File: config.mk
export PLATFORM = sky130hd
export DESIGN_NAME = dpmp_ram
export DESIGN_NICKNAME = d
export VERILOG_FILES = /design/src/rtl/dpmp_ram.sv
export SDC_FILE = /design/constraint.sdc
export NUM_CORES = 1
export LEC_CHECK = 0
export ABC_AREA = 1
export BUFFER_PORTS_ARGS = -buffer_cell sky130_fd_sc_hd__buf_2
export CORE_ASPECT_RATIO = 1.25
export CORE_UTILIZATION = 55
export CTS_BUF_LIST = sky130_fd_sc_hd__clkbuf_8
export DETAILED_ROUTE_END_ITERATION = 6
export GPL_TIMING_DRIVEN = 0
export MAX_ROUTING_LAYER = met4
export PLACE_DENSITY = 0.72
export REMOVE_ABC_BUFFERS = 1
export SLEW_MARGIN = 20
export SYNTH_ARGS = -nofsm -noshare
export SYNTH_HDL_FRONTEND = slang
export SYNTH_SLANG_ARGS = --single-unit
File: constraint.sdc
create_clock -name clk -period 1.8 [get_ports clk]
set_input_delay 0.18 -clock clk [delete_from_list [all_inputs] [get_ports clk]]
set_output_delay 0.18 -clock clk [all_outputs]
set_load 0.02 [all_outputs]
File: src/rtl/dpmp_ram.sv
// Generic single-write, single-read RAM with registered read data.
// No dependencies.
module dpmp_ram #(
    parameter int WIDTH = 8,
    parameter int DEPTH = 64,
    localparam int AW   = (DEPTH > 1) ? $clog2(DEPTH) : 1
) (
    input  logic             clk,
    input  logic             we,
    input  logic [AW-1:0]    waddr,
    input  logic [WIDTH-1:0] wdata,
    input  logic [AW-1:0]    raddr,
    output logic [WIDTH-1:0] rdata
);

    logic [WIDTH-1:0] mem [DEPTH];

    // Write port
    always_ff @(posedge clk)
    begin
        if (we)
        begin
            mem[waddr] <= wdata;
        end
    end

    // Registered read port
    always_ff @(posedge clk)
    begin
        rdata <= mem[raddr];
    end

endmodule

==> impl_metrics.py <==
metrics = {
    "status": {
        "status": "finished clean",
    },
    "die": {
        "placeableCoreArea_sq_um": 38200,
        "chipHeight_microns": 222,
        "rows": 80,
        "boundaryPins": 30,
        "die-area_sq_um": 39600,
        "initial_core_util": 0.558,
        "fp.dieW_microns": 178,
    },
    "sta": {
        "final.setup_skew_ns": 0.0249,
        "slew_viol_final": 0,
        "holdWs_ns": 0.0574,
        "worst_pin_slew_ns": 1.09,
        "timing.final.crit_period_ns": 1.77,
        "setup_viol_count_final": 0,
        "number_of_hold_slack_violations_in_the_final_timing_report": 0,
        "achievable_freq_mhz": 565,
        "unrepaired_setup_endpoints_after_global_routing": "no",
        "post-route-period-util": 0.983,
        "timing.slew.headroom": 0.272,
    },
    "finish": {
        "fillCellCount": 2896,
        "final_layout_size_suffix_gt1_frac": 0.107,
        "final_nets": 1855,
        "sequential_cell_area_sq_um": 15500,
        "area_delta_synth_final_pct": 9.51,
        "multiInputGateArea_sq_um": 5090,
    },
    "clock_network": {
        "cts_tree": "yes",
        "cts_sinks": 520,
        "h-tree-depth": 3,
        "ctsRootBufferMaster": "clkbuf_8",
        "clk_pin_slew_worst_paths_ns": 0.06,
        "insertion_delay_ns": 0.64,
        "total_clock_buffers_created_by_cts": 74,
        "cts_buffer_depth": 3,
    },
    "synthesis": {
        "synth-edff-count": 512,
        "netlist_top_cells_count": "648 x nand2_1, 512 x edfxtp_1, 439 x nand3_1",
        "synth.cell_area_sq_um": 21300,
        "syn_inst": 1805,
        "post_synth_num_cell_types": 16,
        "synthTopCellsByArea": "edfxtp_1 72%, nand2_1 11%, nand3_1 10%",
        "postSynthRegisterBits": 520,
        "asyncSetResetFlopFracSynth": 0,
        "synth.most_common_cell": "nand2_1",
        "synth_seq_area_share": 0.728,
        "dominantRegCellSynth": "edfxtp_1",
        "synth_warnings": 0,
        "synth.top_cell.area_share": 0.720,
        "synthDominantAreaCellType": "edfxtp_1",
        "syn-mean-instance-area_sq_um": 11.8,
    },
    "detailed_routing": {
        "avgViaCountPerCell": 5.80,
        "first_iter_violations": 1350,
        "detailed_route_wire_length_mm": 50.6,
        "antenna_left": 0,
        "detail_route.first_pass.iterations": 6,
        "drc_violations_left": 0,
        "detailroute.via_count": 13800,
        "wire_per_inst_microns": 21.2,
    },
    "hold_path": {
        "hold_path.class": "primary input to flop",
    },
    "setup_path": {
        "critical_path_class": "primary input to flop",
        "cp.required_ns": 2.05,
        "critPathLaunchType": "primary input",
        "cp-end-kind": "flop",
        "arrival_ns": 2.02,
        "critical_path.max_fanout": 9,
        "worst-r2r-setup-slack_ns": 0.34,
    },
    "placed_design": {
        "routabilityCongestion": 0.916,
        "dp.final_hpwl_mm": 26.4,
        "buffer_ports.inserted": 29,
    },
    "grt": {
        "grt_first_pass_wirelength_mm": 75.7,
        "grt_pass1_vias": 13200,
        "grt.overflow.total": 0,
        "grt_max_degree": 92,
        "antenna_violations_before_repair": 2,
        "grt_util_all_layers": 0.267,
    },
    "power": {
        "fin_total_pwr_w": 0.0238,
        "worst_supply_voltage_drop_on_vdd_v": 0.000469,
        "pwr_density_cell_nw_per_um2": 1020,
        "cellLeakagePower_nw": 8.46,
    },
    "run": {
        "max_capacitance_violation_count": 0,
    },
}
repair_timing:
| action | CTS | global route |
|---|---|---|
| setup buffers | 5 | 6 |
| resized for setup | 25 | 18 |
| pin swaps | 2 | 5 |
| endpoints found under the setup margin | 384 | 288 |
| endpoints found under the hold margin | 11 | 0 |
| gates cloned | 3 | 2 |
| hold buffers | 6 | 0 |
per-stage QoR:
stage	instance area, sq um	worst slack, ns	instances	TNS [ns]	utilization
2_1_floorplan	20500	-0.897	1692	-7.11	-
3_3_place_gp	21300	-5.89	2213	-352.29	0.557
3_5_place_dp	21600	-1.02	2227	-340.22	0.565
4_1_cts	23200	-0.163	2373	-15.71	0.607
5_1_grt	23400	0.0103	2383	0	0.611
6_report	23400	0.0309	2383	0	0.611
path summary, 6_finish.rpt:
path                                 start    endpoint  cells after the start
worst min-delay path              wdata[1]  mem[48][1]                      1
worst max-delay path              waddr[1]  mem[31][3]                      3
worst min register to register  mem[36][4]    rdata[4]                      8
worst max register to register  mem[17][3]    rdata[3]                      8
per-layer routing:
| metal | vias up | track usage | wire, microns |
|---|---|---|---|
| li1 | 6413 | - | - |
| met5 | - | - | 0 |
| met3 | 120 | 0.0412 | 4170 |
| met2 | 673 | 0.424 | 25400 |
| met1 | 6616 | 0.341 | 19300 |
| met4 | 0 | 0.118 | 1720 |
report_power, final:
group          switching (W)  internal, W
sequential         0.0000226       0.0134
clock                0.00428      0.00446
combinational        0.00120     0.000413
total                0.00551       0.0183
registers in the layout, indices dropped and copies added (netlist names):
name and flops:
mem 512, rdata 8
critical path, cell delays in order:
cell and delay, ns:
buf_2 0.22, nand4_1 0.69, nor2_1 0.93
cells in the final DEF, fill, tap and decap left out, drive strengths merged, types with 6 or more instances in the layout:
master	synthesis	routed
nor2	56	56
nand3	439	439
nand4	9	9
inv	12	40
edfxtp	512	512
dfxtp	8	8
buf	98	54
dlygate4sd3	0	6
nand2	648	648
nor4	8	8
clkbuf	15	84
clkinv	0	20
cells by family after synthesis:
group | count (synthesis) | share of synthesized area
flip-flops | 520 | 0.728
buffers and inverters | 125 | 0.0402
AND/OR/NAND/NOR | 1160 | 0.232
area by class of cell:
cell class	instances	area share
antenna	2	0.000214
clock inverter	50	0.0110
inverter	12	0.00305
sequential	520	0.665
timing repair inverter	1	0.000375
clock buffer	82	0.0483
multi-input combinational	1160	0.218
tap	492	0.0263
timing repair buffer	64	0.0281
Power figures use the tool's default switching activity.
