`src/rtl/dpmp_pkg.sv`:
```
// Shared types, codes and microcode ROM for the debug port message parser.
// Used by dpmp_useq and debug_port_message_parser_unit.
package dpmp_pkg;

    // Default sizes
    localparam int STRING_BYTES_DEF = 64;
    localparam int MAX_ENTRIES_DEF  = 32;
    localparam int ENTRY_WORDS      = 5;

    // Stream payload widths
    localparam int S_TDATA_W = 40;
    localparam int M_TDATA_W = 208;

    // Magic words
    localparam logic [31:0] MAGIC_RECORD  = 32'hdeadeaaa;
    localparam logic [31:0] MAGIC_STRING  = 32'h5f535452;
    localparam logic [31:0] MAGIC_REC_END = 32'hdeadca5e;
    localparam logic [31:0] MAGIC_STR_END = 32'h5f454e44;
    localparam logic [31:0] READ_VALUE    = 32'hdead5555;

    // Bus actions
    localparam logic [1:0] ACT_WORD = 2'd0;
    localparam logic [1:0] ACT_BYTE = 2'd1;

    // Port modes
    localparam logic [2:0] MODE_IDLE      = 3'd0;
    localparam logic [2:0] MODE_WAIT_NUM  = 3'd1;
    localparam logic [2:0] MODE_WAIT_DATA = 3'd2;
    localparam logic [2:0] MODE_WAIT_END  = 3'd3;
    localparam logic [2:0] MODE_STRING    = 3'd4;

    // Result kinds
    localparam logic [2:0] K_ACCEPT = 3'd0;
    localparam logic [2:0] K_POST   = 3'd1;
    localparam logic [2:0] K_ENTRY  = 3'd2;
    localparam logic [2:0] K_BYTE   = 3'd3;
    localparam logic [2:0] K_EMPTY  = 3'd4;
    localparam logic [2:0] K_READ   = 3'd5;
    localparam logic [2:0] K_ERROR  = 3'd6;

    // Error codes
    localparam logic [2:0] E_NONE       = 3'd0;
    localparam logic [2:0] E_BAD_OFFSET = 3'd1;
    localparam logic [2:0] E_STRAY_BYTE = 3'd2;
    localparam logic [2:0] E_STR_OVFL   = 3'd3;
    localparam logic [2:0] E_COUNT_BIG  = 3'd4;
    localparam logic [2:0] E_BAD_MARKER = 3'd5;

    // Sequencer next-address control
    localparam logic [1:0] SEQ_NEXT = 2'd0;
    localparam logic [1:0] SEQ_JUMP = 2'd1;
    localparam logic [1:0] SEQ_DISP = 2'd2;
    localparam logic [1:0] SEQ_LOOP = 2'd3;

    // Result value source
    localparam logic [1:0] VS_ZERO = 2'd0;
    localparam logic [1:0] VS_DATA = 2'd1;
    localparam logic [1:0] VS_READ = 2'd2;
    localparam logic [1:0] VS_BYTE = 2'd3;

    // Datapath operations
    localparam logic [2:0] OP_NONE     = 3'd0;
    localparam logic [2:0] OP_STR_CLR  = 3'd1;
    localparam logic [2:0] OP_STR_WR   = 3'd2;
    localparam logic [2:0] OP_CNT_LOAD = 3'd3;
    localparam logic [2:0] OP_WORD_WR  = 3'd4;

    typedef logic [4:0] uaddr_t;

    // Microcode addresses; the handler entry points double as dispatch codes
    localparam uaddr_t UA_FETCH     = 5'd0;
    localparam uaddr_t UA_DISP      = 5'd1;
    localparam uaddr_t UA_READ      = 5'd2;
    localparam uaddr_t UA_BAD_OFS   = 5'd3;
    localparam uaddr_t UA_STRAY     = 5'd4;
    localparam uaddr_t UA_FULL      = 5'd5;
    localparam uaddr_t UA_BYTE_OK   = 5'd6;
    localparam uaddr_t UA_OPEN_REC  = 5'd7;
    localparam uaddr_t UA_OPEN_STR  = 5'd8;
    localparam uaddr_t UA_POST      = 5'd9;
    localparam uaddr_t UA_NUM_BIG   = 5'd10;
    localparam uaddr_t UA_NUM_ZERO  = 5'd11;
    localparam uaddr_t UA_NUM_OK    = 5'd12;
    localparam uaddr_t UA_DATA      = 5'd13;
    localparam uaddr_t UA_DATA_LAST = 5'd14;
    localparam uaddr_t UA_BAD_MARK  = 5'd15;
    localparam uaddr_t UA_EMPTY     = 5'd16;
    localparam uaddr_t UA_ENT_DUMP  = 5'd17;
    localparam uaddr_t UA_STR_DUMP  = 5'd18;

    typedef struct packed {
        logic [1:0] seq;
        uaddr_t     target;
        logic       take;
        logic       emit;
        logic [2:0] kind;
        logic [2:0] err;
        logic [1:0] vsel;
        logic       ent;
        logic       mode_we;
        logic [2:0] mode_val;
        logic [2:0] op;
    } ucode_t;

    // Sequencer status in, control out
    typedef struct packed {
        logic   in_valid;
        logic   out_free;
        logic   at_end;
        uaddr_t entry;
    } useq_stat_t;

    typedef struct packed {
        ucode_t cw;
        logic   fire;
    } useq_ctrl_t;

    function automatic ucode_t uc(
        input logic [1:0] seq,
        input uaddr_t     target,
        input logic       take,
        input logic       emit,
        input logic [2:0] kind,
        input logic [2:0] err,
        input logic [1:0] vsel,
        input logic       ent,
        input logic       mode_we,
        input logic [2:0] mode_val,
        input logic [2:0] op
    );
        ucode_t w;
        w.seq      = seq;
        w.target   = target;
        w.take     = take;
        w.emit     = emit;
        w.kind     = kind;
        w.err      = err;
        w.vsel     = vsel;
        w.ent      = ent;
        w.mode_we  = mode_we;
        w.mode_val = mode_val;
        w.op       = op;
        return w;
    endfunction

    // Control store: one word per step
    function automatic ucode_t ucode_rom(input uaddr_t a);
        ucode_t w;
        unique case (a)
            UA_FETCH:     w = uc(SEQ_NEXT, UA_FETCH, 1'b1, 1'b0, K_ACCEPT, E_NONE,
                                 VS_ZERO, 1'b0, 1'b0, MODE_IDLE, OP_NONE);
            UA_DISP:      w = uc(SEQ_DISP, UA_FETCH, 1'b0, 1'b0, K_ACCEPT, E_NONE,
                                 VS_ZERO, 1'b0, 1'b0, MODE_IDLE, OP_NONE);
            UA_READ:      w = uc(SEQ_JUMP, UA_FETCH, 1'b0, 1'b1, K_READ, E_NONE,
                                 VS_READ, 1'b0, 1'b0, MODE_IDLE, OP_NONE);
            UA_BAD_OFS:   w = uc(SEQ_JUMP, UA_FETCH, 1'b0, 1'b1, K_ERROR, E_BAD_OFFSET,
                                 VS_ZERO, 1'b0, 1'b1, MODE_IDLE, OP_NONE);
            UA_STRAY:     w = uc(SEQ_JUMP, UA_FETCH, 1'b0, 1'b1, K_ERROR, E_STRAY_BYTE,
                                 VS_ZERO, 1'b0, 1'b1, MODE_IDLE, OP_NONE);
            UA_FULL:      w = uc(SEQ_JUMP, UA_FETCH, 1'b0, 1'b1, K_ERROR, E_STR_OVFL,
                                 VS_ZERO, 1'b0, 1'b1, MODE_IDLE, OP_NONE);
            UA_BYTE_OK:   w = uc(SEQ_JUMP, UA_FETCH, 1'b0, 1'b1, K_ACCEPT, E_NONE,
                                 VS_ZERO, 1'b0, 1'b0, MODE_IDLE, OP_STR_WR);
            UA_OPEN_REC:  w = uc(SEQ_JUMP, UA_FETCH, 1'b0, 1'b1, K_ACCEPT, E_NONE,
                                 VS_ZERO, 1'b0, 1'b1, MODE_WAIT_NUM, OP_NONE);
            UA_OPEN_STR:  w = uc(SEQ_JUMP, UA_FETCH, 1'b0, 1'b1, K_ACCEPT, E_NONE,
                                 VS_ZERO, 1'b0, 1'b1, MODE_STRING, OP_STR_CLR);
            UA_POST:      w = uc(SEQ_JUMP, UA_FETCH, 1'b0, 1'b1, K_POST, E_NONE,
                                 VS_DATA, 1'b0, 1'b0, MODE_IDLE, OP_NONE);
            UA_NUM_BIG:   w = uc(SEQ_JUMP, UA_FETCH, 1'b0, 1'b1, K_ERROR, E_COUNT_BIG,
                                 VS_ZERO, 1'b0, 1'b1, MODE_IDLE, OP_NONE);
            UA_NUM_ZERO:  w = uc(SEQ_JUMP, UA_FETCH, 1'b0, 1'b1, K_ACCEPT, E_NONE,
                                 VS_ZERO, 1'b0, 1'b1, MODE_WAIT_END, OP_CNT_LOAD);
            UA_NUM_OK:    w = uc(SEQ_JUMP, UA_FETCH, 1'b0, 1'b1, K_ACCEPT, E_NONE,
                                 VS_ZERO, 1'b0, 1'b1, MODE_WAIT_DATA, OP_CNT_LOAD);
            UA_DATA:      w = uc(SEQ_JUMP, UA_FETCH, 1'b0, 1'b1, K_ACCEPT, E_NONE,
                                 VS_ZERO, 1'b0, 1'b0, MODE_IDLE, OP_WORD_WR);
            UA_DATA_LAST: w = uc(SEQ_JUMP, UA_FETCH, 1'b0, 1'b1, K_ACCEPT, E_NONE,
                                 VS_ZERO, 1'b0, 1'b1, MODE_WAIT_END, OP_WORD_WR);
            UA_BAD_MARK:  w = uc(SEQ_JUMP, UA_FETCH, 1'b0, 1'b1, K_ERROR, E_BAD_MARKER,
                                 VS_ZERO, 1'b0, 1'b1, MODE_IDLE, OP_NONE);
            UA_EMPTY:     w = uc(SEQ_JUMP, UA_FETCH, 1'b0, 1'b1, K_EMPTY, E_NONE,
                                 VS_ZERO, 1'b0, 1'b1, MODE_IDLE, OP_NONE);
            UA_ENT_DUMP:  w = uc(SEQ_LOOP, UA_FETCH, 1'b0, 1'b1, K_ENTRY, E_NONE,
                                 VS_ZERO, 1'b1, 1'b1, MODE_IDLE, OP_NONE);
            UA_STR_DUMP:  w = uc(SEQ_LOOP, UA_FETCH, 1'b0, 1'b1, K_BYTE, E_NONE,
                                 VS_BYTE, 1'b0, 1'b1, MODE_IDLE, OP_NONE);
            default:      w = uc(SEQ_JUMP, UA_FETCH, 1'b0, 1'b0, K_ACCEPT, E_NONE,
                                 VS_ZERO, 1'b0, 1'b0, MODE_IDLE, OP_NONE);
        endcase
        return w;
    endfunction

endpackage

```
`src/rtl/dpmp_useq.sv`:
```
// Microcode sequencer: step counter, control store and next-address logic.
// Depends on dpmp_pkg.
module dpmp_useq
    import dpmp_pkg::*;
(
    input  logic       clk,
    input  logic       rst_n,
    input  useq_stat_t stat,
    output useq_ctrl_t ctrl
);

    uaddr_t upc_reg;
    uaddr_t upc_next;
    ucode_t cw;
    logic   fire;

    // Fetch the control word of the current step
    assign cw = ucode_rom(upc_reg);

    // A step completes once its input and output handshakes can finish
    assign fire = (!cw.take || stat.in_valid) && (!cw.emit || stat.out_free);

    assign ctrl.cw   = cw;
    assign ctrl.fire = fire;

    // Select the next step
    always_comb
    begin
        upc_next = upc_reg;
        if (fire)
        begin
            unique case (cw.seq)
                SEQ_NEXT: upc_next = upc_reg + uaddr_t'(1);
                SEQ_JUMP: upc_next = cw.target;
                SEQ_DISP: upc_next = stat.entry;
                SEQ_LOOP: upc_next = stat.at_end ? cw.target : upc_reg;
                default:  upc_next = UA_FETCH;
            endcase
        end
    end

    always_ff @(posedge clk or negedge rst_n)
    begin
        if (!rst_n)
        begin
            upc_reg <= UA_FETCH;
        end
        else
        begin
            upc_reg <= upc_next;
        end
    end

endmodule
```
`config.mk`:
```
export PLATFORM = sky130hd
export DESIGN_NAME = dpmp_useq
export DESIGN_NICKNAME = d
export VERILOG_FILES = /design/src/rtl/dpmp_pkg.sv /design/src/rtl/dpmp_useq.sv
export SDC_FILE = /design/constraint.sdc
export NUM_CORES = 1
export LEC_CHECK = 0
export BUFFER_PORTS_ARGS = -buffer_cell sky130_fd_sc_hd__buf_2
export CAP_MARGIN = 0
export CORE_MARGIN = 2
export CORE_UTILIZATION = 48
export CTS_CLUSTER_DIAMETER = 200
export DETAILED_ROUTE_END_ITERATION = 8
export HOLD_SLACK_MARGIN = 0.12
export PLACE_DENSITY = 0.8
export SYNTH_ARGS = -nofsm -noshare
export SYNTH_HDL_FRONTEND = slang
export SYNTH_SLANG_ARGS = --single-unit
```
`constraint.sdc`:
```
create_clock -name clk -period 2.5 [get_ports clk]
set_clock_uncertainty 0.05 [all_clocks]
set_input_delay 0.25 -clock clk [delete_from_list [all_inputs] [get_ports clk]]
set_output_delay 0.25 -clock clk [all_outputs]
set_load 0.005 [all_outputs]
```
==> run summary <==
die area: 2210 um^2
top_reg_cell synth: dfrtp_1
final setup margin: 0.245 ns
Sink Count: 5
Final GP Congestion: 0.871
sequential element share of the synthesized area: 0.141
worst path cell trace: ha_1 -> inv_1 -> ha_1 -> nand2b_1 -> a211oi_2 -> nor2_1 -> buf_2
post-route minimum period: 2.25 ns
Worst Hold Path EP: upc_reg[0]
ant diodes: 0
wire length per cell: 12.7 um
Synth warnings: 0
WS Path Type: reg2out
CTS tree: built
Total GRT Usage: 0.208
final WL: 2.10 mm
Syn Area/Cell: 7.98 um^2
hold depth: 3
relative slew slack: 0.598
CP delay by family, top: adder cells
pwr/cell area: 1010 nW/um^2
vias in the first global route: 721
worst path bufs/invs: 2
Reg clk slew, reported paths: 0.05 ns
Clock Path Buffers: 2
Rows: 15
Antenna Nets Post-Route: 0
max cap viols: 0
worst reg2reg startpoint: upc_reg[1]
crit end category: output pin
cell leakage power: 0.545 nW
layout net count: 161
worst hold start: stat[0]
design area: 1040 um^2
Non-Filler Instances: 165
total negative slack: 0 ns
Setup Viol. Count Final: 0
Max FO, Critical Path: 8
worst-skew pair later-pin latency: 0.24 ns
DR iter-0 viols: 28
Yosys top cell area share: 0.141
actual slew at the worst max-slew pin: 0.603 ns
via count: 871
area grow syn2layout: 17.8%
fraction of registers with async set/reset: 1.00
Vert. Die Dim: 47.0 um
Congestion Overflow GR: 0
fmax: 444 MHz
setup slack, reg-to-reg: 0.28 ns
leading area contributor after synthesis: dfrtp_1
CP max stage delay: 0.46 ns
pre-CTS setup slack: 0.311 ns
fin util: 0.604
RSZ-0062 raised after global routing: no
R2R Path End: upc_reg[1]
Yosys reg bits: 5
Final Max Slew Viols: 0
Inst Count DP: 160
synthesized cell area: 886 um^2
Detail Placement HPWL: 1.60 mm
top post-synthesis cells by area: dfrtp_1, ha_1, a21oi_1, mux2_4, buf_4
pin count of the biggest net entering global routing: 22
CP startpoint kind: flip-flop
Vias/cell: 5.28
HP Class: in2reg
CP max stage cell: dfrtp_1
first-pass GRT wire length: 3.33 mm
Worst path most repeated cell: ha_1
max reg flops: 5
H-Tree Depth: 1
CTS root buf: clkbuf_4
Tcrit/Tclk final: 0.902
DR pass1 iterations: 4
detailed-route DRC error count: 0
WP data required: 2.20 ns
maximum vdd drop: 0.000576 V
Arr. time, crit path: 1.95 ns
R2R cell count: 6
share of cells above drive strength 1: 0.336
num ports: 36
number of enable flip-flop cells after synthesis: 0
Die W: 47.0 um
Core Region: 1730 um^2
count of different cell masters after synthesis: 37
Starting Density: 0.513
Num CTS Buffers: 3
status: completed
Gate Count Post-Synth: 111
Port Buffer Count: 30
initial antenna violation count: 0
# fillers: 166
DP Area: 1010 um^2
Hold Vio Cnt, Final: 0
==> metrics by stage <==
stage | power [mW] | hold slack, ns
global placement | 0.936 | 0.0115
CTS | 1.06 | 0.270
global route | 1.16 | 0.266
detailed placement | 0.954 | 0.0156
floorplan | 0.753 | -0.0956
finish | 1.05 | 0.280
==> worst reg2reg max path, delay by kind of cell (launching register included) <==
| family | cells | cell delay, ns |
|---|---|---|
| buffers and inverters | 1 | 0.17 |
| and+or+nand+nor | 2 | 0.37 |
| muxes | 2 | 0.66 |
| adders and majority gates | 1 | 0.37 |
| DFF | 1 | 0.49 |
==> metal layers <==
layer | vias up | share of wire | track usage
li1 | 434 | - | -
met1 | 403 | 0.43 | 0.302
met2 | 34 | 0.51 | 0.318
met3 | 0 | 0.053 | 0.0423
met4 | 0 | 0 | 0.0444
met5 | - | 0 | 0
==> cell type report <==
type	instances	area, um^2	area share
Tap cell	25	31.3	0.0300
Timing Repair Buffer	33	175	0.168
Clock buffer	4	26.3	0.0252
Inverter	7	26.3	0.0252
Sequential cell	5	125	0.120
Multi-Input combinational cell	91	659	0.632
==> cell families (layout without fill, tap and decap cells) <==
logic type	count (synthesis)	after routing	share of synthesized area
other cells	1	5	0.00423
mux	9	9	0.130
flops	5	5	0.141
fa+ha+maj	10	10	0.141
compound gates	24	24	0.162
buf+inv	19	44	0.131
simple gates	43	43	0.290
==> synthesized netlist by cell type (2+ instances only) <==
cell      instances
buf_6             3
mux2i_1           3
inv_1             6
a21oi_1          13
nand2b_1          3
and2_1            2
nor2b_1           2
and3_1            2
nor2_1           12
mux2_4            4
ha_1             10
a21o_1            2
dfrtp_1           5
clkbuf_1          3
o21ai_0           4
nand3_1           5
buf_4             6
nand2_1           7
==> cells in the final DEF, fill, tap and decap left out, types with 2 or more instances in the layout <==
master / count
nand2_1: 7
mux2_4: 4
mux2i_1: 3
inv_1: 6
clkbuf_4: 3
nor2b_1: 2
nor2_1: 12
dfrtp_1: 5
conb_1: 5
buf_2: 30
nand3_1: 5
a21oi_1: 13
buf_4: 2
ha_1: 10
nand2b_1: 3
a21o_1: 2
o21ai_0: 4
and2_1: 2
and3_1: 2
==> report_power, final <==
part	switching, mW	total [mW]	internal (mW)
combinational	0.426	0.798	0.372
sequential	0.0532	0.159	0.106
clock	0.0352	0.0957	0.0605
==> repair_timing <==
item / 4_1_cts / 5_1_grt
hold endpoints to repair: 5 / 0
gates resized for setup: 0 / 0
hold buffers: 1 / 0
buffers inserted: 0 / 0
==> how the worst max path moves through the flow <==
stage / startpoint / to / slack [ns] / cells past startpoint
2_1_floorplan: upc_reg[2] / upc_reg[3] / 0.49 / 7
3_3_place_gp: upc_reg[0] / upc_reg[3] / 0.38 / 6
3_5_place_dp: upc_reg[1] / upc_reg[1] / 0.31 / 6
4_1_cts: upc_reg[0] / ctrl[0] / 0.25 / 7
5_1_grt: upc_reg[1] / ctrl[0] / 0.13 / 7
6_report: upc_reg[0] / ctrl[0] / 0.25 / 7
Power figures use the tool's default switching activity.
